**config.mk**
```make
export PLATFORM = sky130hd
export DESIGN_NAME = elevator_request_scheduler_unit_flat
export DESIGN_NICKNAME = d
export VERILOG_FILES = /design/src/rtl/ers_pkg.sv /design/src/rtl/ers_req_if.sv /design/src/rtl/ers_res_if.sv /design/src/rtl/elevator_request_scheduler_unit.sv /design/src/flat_wrapper.sv
export SDC_FILE = /design/constraint.sdc
export NUM_CORES = 1
export LEC_CHECK = 0
export BUFFER_PORTS_ARGS = -buffer_cell sky130_fd_sc_hd__buf_2
export CAP_MARGIN = 20
export CORE_MARGIN = 2
export CORE_UTILIZATION = 54
export CTS_CLUSTER_SIZE = 10
export DETAILED_ROUTE_END_ITERATION = 6
export GPL_TIMING_DRIVEN = 0
export HOLD_SLACK_MARGIN = 0.12
export PLACE_DENSITY = 0.78
export SLEW_MARGIN = 20
export SYNTH_ARGS = -nofsm -noshare
export SYNTH_HDL_FRONTEND = slang
export SYNTH_SLANG_ARGS = --single-unit
export TNS_END_PERCENT = 10
```
**constraint.sdc**
```tcl
create_clock -name clk -period 2.74 [get_ports clk]
set_input_delay 0.274 -clock clk [delete_from_list [all_inputs] [get_ports clk]]
set_output_delay 0.274 -clock clk [all_outputs]
set_load 0.02 [all_outputs]
```
**src/rtl/ers_pkg.sv**
```systemverilog
// shared constants, types and helper functions for the elevator request scheduler
package ers_pkg;

  // building size and derived button count
  localparam int FLOORS     = 4;
  localparam int NBUTTONS   = 3 * FLOORS - 2;
  localparam int LAST_FLOOR = FLOORS - 1;

  // beat field widths
  localparam int FLOOR_W   = 2;
  localparam int DIR_W     = 2;
  localparam int BUTTON_W  = 10;

  // motor direction codes
  typedef enum logic [DIR_W-1:0] {
    DIR_STOP = 2'd0,
    DIR_UP   = 2'd1,
    DIR_DOWN = 2'd2
  } dir_t;

  typedef logic [FLOOR_W-1:0]  floor_t;
  typedef logic [NBUTTONS-1:0] flags_t;

  // button classes
  typedef enum logic [1:0] {
    BTN_CAB  = 2'd0,
    BTN_UP   = 2'd1,
    BTN_DOWN = 2'd2
  } btn_class_t;

  // floor served by a button index
  function automatic floor_t floor_of(input int i);
    int f;
    begin
      if (i < FLOORS) begin
        f = i;
      end else if (i < 2 * FLOORS - 1) begin
        f = i - FLOORS;
      end else begin
        f = i - (2 * FLOORS - 1) + 1;
      end
      return floor_t'(f);
    end
  endfunction

  // class of a button index
  function automatic btn_class_t class_of(input int i);
    begin
      if (i < FLOORS) begin
        return BTN_CAB;
      end else if (i < 2 * FLOORS - 1) begin
        return BTN_UP;
      end else begin
        return BTN_DOWN;
      end
    end
  endfunction

endpackage

```
**src/rtl/ers_req_if.sv**
```systemverilog
// request channel: floor, direction, pressed buttons and clear flags
interface ers_req_if;
  logic                          valid;
  logic                          ready;
  logic [ers_pkg::FLOOR_W-1:0]   car_floor;
  logic [ers_pkg::DIR_W-1:0]     travel_direction;
  logic [ers_pkg::BUTTON_W-1:0]  pressed_buttons;
  logic                          clear_floor;
  logic                          clear_all;

  modport source (
    output valid, car_floor, travel_direction, pressed_buttons, clear_floor, clear_all,
    input  ready
  );
  modport sink (
    input  valid, car_floor, travel_direction, pressed_buttons, clear_floor, clear_all,
    output ready
  );
endinterface

```
**src/rtl/ers_res_if.sv**
```systemverilog
// result channel: direction, stop decision and request summary
interface ers_res_if;
  logic                          valid;
  logic                          ready;
  logic [ers_pkg::DIR_W-1:0]     next_direction;
  logic                          stop_here;
  logic                          floor_has_request;
  logic [ers_pkg::FLOOR_W-1:0]   first_active_floor;
  logic                          any_request;

  modport source (
    output valid, next_direction, stop_here, floor_has_request, first_active_floor,
           any_request,
    input  ready
  );
  modport sink (
    input  valid, next_direction, stop_here, floor_has_request, first_active_floor,
           any_request,
    output ready
  );
endinterface

```
**src/rtl/elevator_request_scheduler_unit.sv**
```systemverilog
// Elevator request scheduler: input register, request table, decision logic, result register
// A request beat is captured in the input register and its result in the result register;
// the result beat is then held on res until it is taken.
// Throughput: one beat per cycle unless res stalls; the request table is read and updated
// once per beat in the decision stage, so each beat sees the clears of the one before.
// Reset (rst, synchronous, active high) clears the request table and both valid flags.
module elevator_request_scheduler_unit (
  input  logic      clk,
  input  logic      rst,
  ers_req_if.sink   req,
  ers_res_if.source res
);

  // input register
  logic                          s1_valid;
  logic [ers_pkg::FLOOR_W-1:0]   s1_floor;
  logic [ers_pkg::DIR_W-1:0]     s1_dir;
  logic [ers_pkg::BUTTON_W-1:0]  s1_pressed;
  logic                          s1_clr_floor;
  logic                          s1_clr_all;

  // request table
  ers_pkg::flags_t               request_flags;
  ers_pkg::flags_t               request_flags_next;

  // result register
  logic                          out_valid;
  ers_pkg::dir_t                 out_dir;
  logic                          out_stop;
  logic                          out_here;
  ers_pkg::floor_t               out_first;
  logic                          out_any;

  // decision stage signals
  logic                          advance;
  ers_pkg::floor_t               fl;
  ers_pkg::dir_t                 dir;
  ers_pkg::flags_t               merged;
  ers_pkg::flags_t               here_mask;
  logic                          above;
  logic                          below;
  logic                          here;
  logic                          cab;
  logic                          upc;
  logic                          dnc;
  logic                          farthest;
  logic                          stop;
  ers_pkg::dir_t                 nd;
  ers_pkg::floor_t               first;

  // handshake: decision stage moves when the result register is free or draining
  assign advance   = s1_valid && (!out_valid || res.ready);
  assign req.ready = !s1_valid || advance;

  // input register
  always_ff @(posedge clk) begin
    if (rst) begin
      s1_valid <= 1'b0;
    end else if (req.ready) begin
      s1_valid <= req.valid;
    end
    if (req.valid && req.ready) begin
      s1_floor     <= req.car_floor;
      s1_dir       <= req.travel_direction;
      s1_pressed   <= req.pressed_buttons;
      s1_clr_floor <= req.clear_floor;
      s1_clr_all   <= req.clear_all;
    end
  end

  // floor saturation and direction decode
  always_comb begin
    if (int'(s1_floor) > ers_pkg::LAST_FLOOR) begin
      fl = ers_pkg::floor_t'(ers_pkg::LAST_FLOOR);
    end else begin
      fl = s1_floor;
    end
    case (s1_dir)
      ers_pkg::DIR_UP:   dir = ers_pkg::DIR_UP;
      ers_pkg::DIR_DOWN: dir = ers_pkg::DIR_DOWN;
      default:           dir = ers_pkg::DIR_STOP;
    endcase
  end

  // merge pressed buttons and classify active requests against the car floor
  always_comb begin
    merged    = request_flags | ers_pkg::flags_t'(s1_pressed);
    here_mask = '0;
    above     = 1'b0;
    below     = 1'b0;
    here      = 1'b0;
    cab       = 1'b0;
    upc       = 1'b0;
    dnc       = 1'b0;
    for (int i = 0; i < ers_pkg::NBUTTONS; i++) begin
      if (ers_pkg::floor_of(i) == fl) begin
        here_mask[i] = 1'b1;
      end
      if (merged[i]) begin
        if (ers_pkg::floor_of(i) > fl) begin
          above = 1'b1;
        end else if (ers_pkg::floor_of(i) < fl) begin
          below = 1'b1;
        end else begin
          here = 1'b1;
          case (ers_pkg::class_of(i))
            ers_pkg::BTN_CAB: cab = 1'b1;
            ers_pkg::BTN_UP:  upc = 1'b1;
            default:          dnc = 1'b1;
          endcase
        end
      end
    end
  end

  // lowest-index active button, scanned from the top so the lowest wins
  always_comb begin
    first = '0;
    for (int i = ers_pkg::NBUTTONS - 1; i >= 0; i--) begin
      if (merged[i]) begin
        first = ers_pkg::floor_of(i);
      end
    end
  end

  // next direction: keep going while requests lie ahead, else reverse, else stop; an idle car prefers up
  always_comb begin
    if (dir == ers_pkg::DIR_DOWN) begin
      nd = below ? ers_pkg::DIR_DOWN : (above ? ers_pkg::DIR_UP : ers_pkg::DIR_STOP);
    end else begin
      nd = above ? ers_pkg::DIR_UP : (below ? ers_pkg::DIR_DOWN : ers_pkg::DIR_STOP);
    end
  end

  // stop rule: end floors always, else cab, same-direction call or farthest request
  always_comb begin
    case (dir)
      ers_pkg::DIR_UP:   farthest = !above;
      ers_pkg::DIR_DOWN: farthest = !below;
      default:           farthest = 1'b1;
    endcase
    if (fl == '0 || fl == ers_pkg::floor_t'(ers_pkg::LAST_FLOOR)) begin
      stop = 1'b1;
    end else begin
      stop = here && (farthest || cab || (upc && dir == ers_pkg::DIR_UP) ||
                      (dnc && dir == ers_pkg::DIR_DOWN));
    end
  end

  // table update after the results
  always_comb begin
    if (s1_clr_all) begin
      request_flags_next = '0;
    end else if (s1_clr_floor) begin
      request_flags_next = merged & ~here_mask;
    end else begin
      request_flags_next = merged;
    end
  end

  always_ff @(posedge clk) begin
    if (rst) begin
      request_flags <= '0;
    end else if (advance) begin
      request_flags <= request_flags_next;
    end
  end

  // result register
  always_ff @(posedge clk) begin
    if (rst) begin
      out_valid <= 1'b0;
    end else if (advance) begin
      out_valid <= 1'b1;
    end else if (res.ready) begin
      out_valid <= 1'b0;
    end
    if (advance) begin
      out_dir   <= nd;
      out_stop  <= stop;
      out_here  <= here;
      out_first <= first;
      out_any   <= |merged;
    end
  end

  assign res.valid              = out_valid;
  assign res.next_direction     = out_dir;
  assign res.stop_here          = out_stop;
  assign res.floor_has_request  = out_here;
  assign res.first_active_floor = out_first;
  assign res.any_request        = out_any;

endmodule
```
**src/flat_wrapper.sv**
```systemverilog
// flat-port wrapper written by rule: the top's interface ports become plain ports
module elevator_request_scheduler_unit_flat 
  (clk, rst, req_valid, req_car_floor, req_travel_direction, req_pressed_buttons, req_clear_floor, req_clear_all, req_ready, res_valid, res_next_direction, res_stop_here, res_floor_has_request, res_first_active_floor, res_any_request, res_ready);
  ers_req_if req_i ();
  ers_res_if res_i ();
  input  logic clk;
  input  logic rst;
  input wire logic [$bits(req_i.valid)-1:0] req_valid;
  input wire logic [$bits(req_i.car_floor)-1:0] req_car_floor;
  input wire logic [$bits(req_i.travel_direction)-1:0] req_travel_direction;
  input wire logic [$bits(req_i.pressed_buttons)-1:0] req_pressed_buttons;
  input wire logic [$bits(req_i.clear_floor)-1:0] req_clear_floor;
  input wire logic [$bits(req_i.clear_all)-1:0] req_clear_all;
  output wire logic [$bits(req_i.ready)-1:0] req_ready;
  output wire logic [$bits(res_i.valid)-1:0] res_valid;
  output wire logic [$bits(res_i.next_direction)-1:0] res_next_direction;
  output wire logic [$bits(res_i.stop_here)-1:0] res_stop_here;
  output wire logic [$bits(res_i.floor_has_request)-1:0] res_floor_has_request;
  output wire logic [$bits(res_i.first_active_floor)-1:0] res_first_active_floor;
  output wire logic [$bits(res_i.any_request)-1:0] res_any_request;
  input wire logic [$bits(res_i.ready)-1:0] res_ready;
  assign req_i.valid = req_valid;
  assign req_i.car_floor = req_car_floor;
  assign req_i.travel_direction = req_travel_direction;
  assign req_i.pressed_buttons = req_pressed_buttons;
  assign req_i.clear_floor = req_clear_floor;
  assign req_i.clear_all = req_clear_all;
  assign req_ready = req_i.ready;
  assign res_valid = res_i.valid;
  assign res_next_direction = res_i.next_direction;
  assign res_stop_here = res_i.stop_here;
  assign res_floor_has_request = res_i.floor_has_request;
  assign res_first_active_floor = res_i.first_active_floor;
  assign res_any_request = res_i.any_request;
  assign res_i.ready = res_ready;
  elevator_request_scheduler_unit u_core (.clk(clk), .rst(rst), .req(req_i), .res(res_i));
endmodule
```
======== Yosys cells after proc, flatten, opt, wreduce, memory -nomap -nowiden ========
Index checks and enable logic that the tools add are counted.
Widths: inputs -> output; s select.
operators by class
  $lt $le $gt $ge ......................... 20
  equality and inequality tests ........... 18
  mux-type cells .......................... 284
  bitwise logic cells ..................... 3
  reductions and logical operators ........ 39
operators with widths
  kind                count
  $mux 1              208
  $mux 2              72
  $eq 2x1->1 const B  12
  $logic_not 2->1     11
  $reduce_or 2->1     11
  $gt 2x2->1          10
  $lt 2x2->1          10
  $mux 10             2
  $and 10x10->10      1
  $not 10->10         1
  $or 10x10->10       1
  $reduce_or 10->1    1
  $eq 2x2->1 const B  3
  $logic_or 1x1->1    6
  $logic_and 1x1->1   5
  $eq 2x2->1 const A  2
  $logic_not 1->1     4
  $pmux 2 s2          1
  $eq 1x2->1 const A  1
  $pmux 1 s2          1
  $reduce_bool 2->1   1
storage, ports and cells
  flip-flop bits (word level) ............. 35
  output and inout port bits .............. 9
  logic and storage cells ................. 378

======== Logic depth before layout (Yosys ltp) ========
  depth in word-level cells ............... 54
  gate-level depth with buffers ........... 9
  gate-level depth less buffers ........... 8

======== Least setup slack after synthesis ========
OpenSTA, ideal clock, no wires.
  path kind ............................... register -> register
  start point ............................. register u_core.s1_floor (netlist bit u_core.fl[1])
  end point ............................... register u_core.out_stop (netlist: u_core.res.stop_here) (data pin)
  library setup time ...................... 0.256 ns
  data arrival time ....................... 1.720 ns
  path slack .............................. 0.764 ns
  stages on the path, launching flop included .. 10
  path buffers ............................ 1
  clock period less this slack ............ 1.976 ns
  cells stage by stage .................... edfxtp_1 -> inv_1 -> ha_1 -> buf_2 -> nor2_1 -> a22oi_1 -> mux2i_1 -> a21oi_1 -> o311ai_0 -> o22a_1
RTL lines
  element                 line                                    source
  from (decl)             elevator_request_scheduler_unit.sv:16   logic [ers_pkg::FLOOR_W-1:0] s1_floor;
  from (signal assigned)  elevator_request_scheduler_unit.sv:63   s1_floor <= req.car_floor;
  $lt 2x2->1              elevator_request_scheduler_unit.sv:102  end else if (ers_pkg::floor_of(i) < fl) begin
  $mux 1                  elevator_request_scheduler_unit.sv:102
  $mux 1                  elevator_request_scheduler_unit.sv:100  if (ers_pkg::floor_of(i) > fl) begin
  $mux 1                  elevator_request_scheduler_unit.sv:99   if (merged[i]) begin
  $mux 1                  elevator_request_scheduler_unit.sv:102
  $mux 1                  elevator_request_scheduler_unit.sv:100
  $mux 1                  elevator_request_scheduler_unit.sv:99
  $mux 1                  elevator_request_scheduler_unit.sv:102
  [... 17 more ...]       --
  $mux 1                  elevator_request_scheduler_unit.sv:102
  $mux 1                  elevator_request_scheduler_unit.sv:100
  $mux 1                  elevator_request_scheduler_unit.sv:99
  $mux 1                  elevator_request_scheduler_unit.sv:102
  $mux 1                  elevator_request_scheduler_unit.sv:100
  $mux 1 *                elevator_request_scheduler_unit.sv:99
  via u_core.here         elevator_request_scheduler_unit.sv:42   logic here;
  $logic_and 1x1->1 *     elevator_request_scheduler_unit.sv:145  stop = here && (farthest || cab || (upc && dir == ers_pkg::DIR_UP) ||
  to (signal assigned)    elevator_request_scheduler_unit.sv:180  out_stop <= stop;
  to (decl)               elevator_request_scheduler_unit.sv:29   logic out_stop;
The timed path passes the listed nets; every way through them passes the cells marked *.
A chain may end at the register's enable or synchronous reset.

======== Worst setup path after layout ========
Ends and elaborated chain as after synthesis.

==> flow_summary_export.csv <==
group,metric,value,unit
synth,synthesis.area,0.001629,mm2
die,rows,19,
timing,finalCritPeriodShare,0.8181,
critical_path,cp-end-kind,"flip-flop",
synth,syn_area_per_cell,10.86,um2
routing,ant_nets,0,
final_layout,fin_util,0.7324,
grt,grt_pass1_wl,5.071,mm
final_layout,antennaDiodeCount,0,
routing,wl_met3,198,um
routing,drc,1,
grt,first_global_vias,1190,
critical_path,rr_startpoint,"u_core.fl[1]",
worst_hold_path,hp-class,"in2reg",
synth,netlist_instances,150,
placed_design,routabilityCongestion,0.8737,
critical_path,critPathSlowestCell,"edfxtp_1",
synth,synth.distinct_cells,35,
synth,synth_adder_area_share,0.06912,
run_status,status,"finished, violations left",
clock_network,cts.sinks,35,
final_layout,syn2layout_area_growth,26.11,%
critical_path,required,2.84,ns
critical_path,crit_family,"compound AO/OA/AOI/OAI gates",
routing,wl,3.097,mm
grt,grt_max_degree,17,
routing,drt-pass1-iter-count,7,
run_status,violations,"design-rule violations",
flow_run,max_cap_viol_count,0,
clock_network,cts-htree-levels,2,
routing,top_layer,"met4",
die,io_pins,29,
critical_path,rrSetupSlack,0.50,ns
timing,slew_headroom,0.4994,
critical_path,worstSetupStartpointType,"flip-flop",
die,core,0.002805,mm2
final_layout,fin_nets,230,
critical_path,endpoint,"u_core.res.stop_here",
placed_design,dp_slack,0.5303,ns
synth,yosysWarnings,0,
critical_path,crit_chain,"inv_1, ha_1, buf_2, nor2_1, a22oi_1, mux2i_1, a21oi_1, o311ai_0, o22a_1",
timing,tightestPinTransition,0.7509,ns
synth,synthXorXnorAreaFrac,0,
routing,wl_per_cell,13.29,um
placed_design,dp_hpwl,2.121,mm
die,die_h,58.93,um
routing,vias,1297,
critical_path,cp_num_buf_inv,2,
timing,tns,0,ns
final_layout,filler_cell_count,188,
synth,yosys.area.top_type,"edfxtp_1",
placed_design,port-buffer-count,28,
synth,ys_top_cells_by_count,"27 x nor2_1, 23 x edfxtp_1, 21 x a21oi_1, 12 x dfxtp_1, 9 x ha_1",
power,total_power,0.001153,W
power,irDropWorstVdd,0.4413,mV
synth,synthArstFlopShare,0,
power,total_leakage_power,0.8202,nW
critical_path,path_class,"reg2reg",
die,start_util,0.5807,
synth,synth_mux_area_frac,0.01306,
placed_design,post-place-cells,209,
clock_network,cts_buffers,5,
final_layout,drive_gt1_frac,0.2277,
critical_path,cp_data_arrival_time,2.34,ns
clock_network,ctsHoldBuffers,16,
die,design.die.area,0.003472,mm2
grt,grt.total_usage,0.2020,
critical_path,path_max_fanout,10,
routing,drt_iter0_markers,83,
synth,synth_top_family_by_area,"compound AO/OA/AOI/OAI gates",
synth,synth-edff-count,23,
timing,layout_setup_ws,0.4984,ns
grt,globalRouteOverflowTotal,0,
routing,wl_met2,1.520,mm
critical_path,path_depth,9,
routing,vias_per_cell,5.567,
clock_network,clk_pin_slew,0.11,ns
synth,synth.most_common_cell,"nor2_1",
synth,synth_area_leaders,"edfxtp_1 42%, dfxtp_1 15%, ha_1 6.9%, a21oi_1 6.5%, nor2_1 6.2%",
final_layout,stdcell_count,233,
critical_path,crit_start,"u_core.fl[1]",
routing,wl_met1,1.328,mm
clock_network,insertion_delay,0.34,ns
clock_network,cts-root-buf,"clkbuf_4",
timing,fmax,446.1,MHz
critical_path,timing.rr.end,"u_core.res.stop_here",
timing,fin_skew,0.01287,ns
timing,grt_setup_unrepaired,"false",
clock_network,cts_resized,0,
synth,synth-compound-area-share,0.1797,
power,p_per_area,561.1,mW/mm2
timing,period_needed,2.242,ns
synth,synth_ff_type,"edfxtp_1",
synth,yosys.area_share.simple,0.1452,
synth,synth_top_area_frac,0.4240,
timing,hold_viol_final,0,
synth,ys_ff_latch,35,
synth,synth-seq-area-share,0.5714,
timing,slew_viol_final,0,
clock_network,cts_tree,"yes",
grt,antenna_found_initial,0,
clock_network,cts_setup_buffers,0,
synth,syn_nets,179,
timing,setup_viol,0,
critical_path,cpPeakStageDelay,0.55,ns
critical_path,worstRegToRegCells,9,
die,die_w,58.93,um
clock_network,clockBufferDepth,2,
[where the power goes]
group          switching [W]  internal, W
clock network       0.000167     0.000216
registers          0.0000213     0.000595
logic              0.0000838    0.0000709
[through the flow]
| stage | cell area (um2) | hold WS, ns |
|---|---|---|
| 2_1_floorplan | 1629 | 0.3464 |
| 3_3_place_gp | 1808 | 0.4455 |
| 3_5_place_dp | 1808 | 0.4521 |
| 4_1_cts | 2054 | 0.1478 |
| 5_1_grt | 2054 | 0.1432 |
| 6_report | 2054 | 0.1519 |
[flip-flops by register name, summed over array words and instances (netlist names)]
register                       flops
u_core.s1_valid                    1
u_core.s1_clr_floor                1
u_core.res.next_direction          2
u_core.res.floor_has_request       1
u_core.fl                          2
u_core.res.first_active_floor      2
u_core.res.stop_here               1
u_core.s1_dir                      2
u_core.res.valid                   1
u_core.s1_pressed                 10
u_core.request_flags              10
u_core.s1_clr_all                  1
u_core.res.any_request             1
[metal layers]
metal | track usage | vias up
met5 | 0 | -
met4 | 0.1006 | 0
met3 | 0.06593 | 6
met2 | 0.3270 | 68
met1 | 0.2410 | 569
li1 | - | 654
[worst min path at each step]
stage,slack (ns),depth (start not counted),to,startpoint
floorplan,0.35,1,u_core.res.valid,rst
global placement,0.45,2,u_core.request_flags[0],u_core.request_flags[0]
detailed placement,0.45,1,u_core.s1_dir[1],req_travel_direction[1]
CTS,0.15,2,u_core.s1_valid,rst
global route,0.14,2,u_core.s1_valid,rst
finish,0.15,2,u_core.s1_valid,rst
[cell type report]
type | count | area (um2) | area share
sequential | 35 | 930.9 | 0.4531
buffer | 2 | 8.758 | 0.004263
inverter | 7 | 26.28 | 0.01279
clock inverter | 2 | 35.03 | 0.01705
clock buffer | 6 | 51.30 | 0.02497
timing repair buffer | 44 | 300.3 | 0.1462
tap | 31 | 38.79 | 0.01888
multi-input combinational | 106 | 663.1 | 0.3228
[kinds of logic after synthesis]
family,count (synthesis)
flops,35
fa+ha+maj,9
simple gates,48
mux,2
compound gates,47
buf+inv,9
[cells in the final DEF, fill, tap and decap left out, types with 2 or more instances in the layout]
cell | synthesis | final
or2_1 | 3 | 3
buf_2 | 1 | 29
nand3_1 | 2 | 2
clkbuf_4 | 0 | 5
a21oi_1 | 21 | 21
nor3_1 | 2 | 2
o21ai_1 | 2 | 2
or2_2 | 3 | 3
a31oi_1 | 3 | 3
edfxtp_1 | 23 | 23
ha_1 | 9 | 9
dfxtp_1 | 12 | 12
nand2_1 | 5 | 5
dlygate4sd3_1 | 0 | 16
o211ai_1 | 2 | 2
inv_1 | 7 | 7
o31ai_1 | 2 | 2
nor2_1 | 27 | 27
o21ai_0 | 5 | 5
o21bai_1 | 4 | 4
No activity file was read; power rests on OpenSTA's default activity.
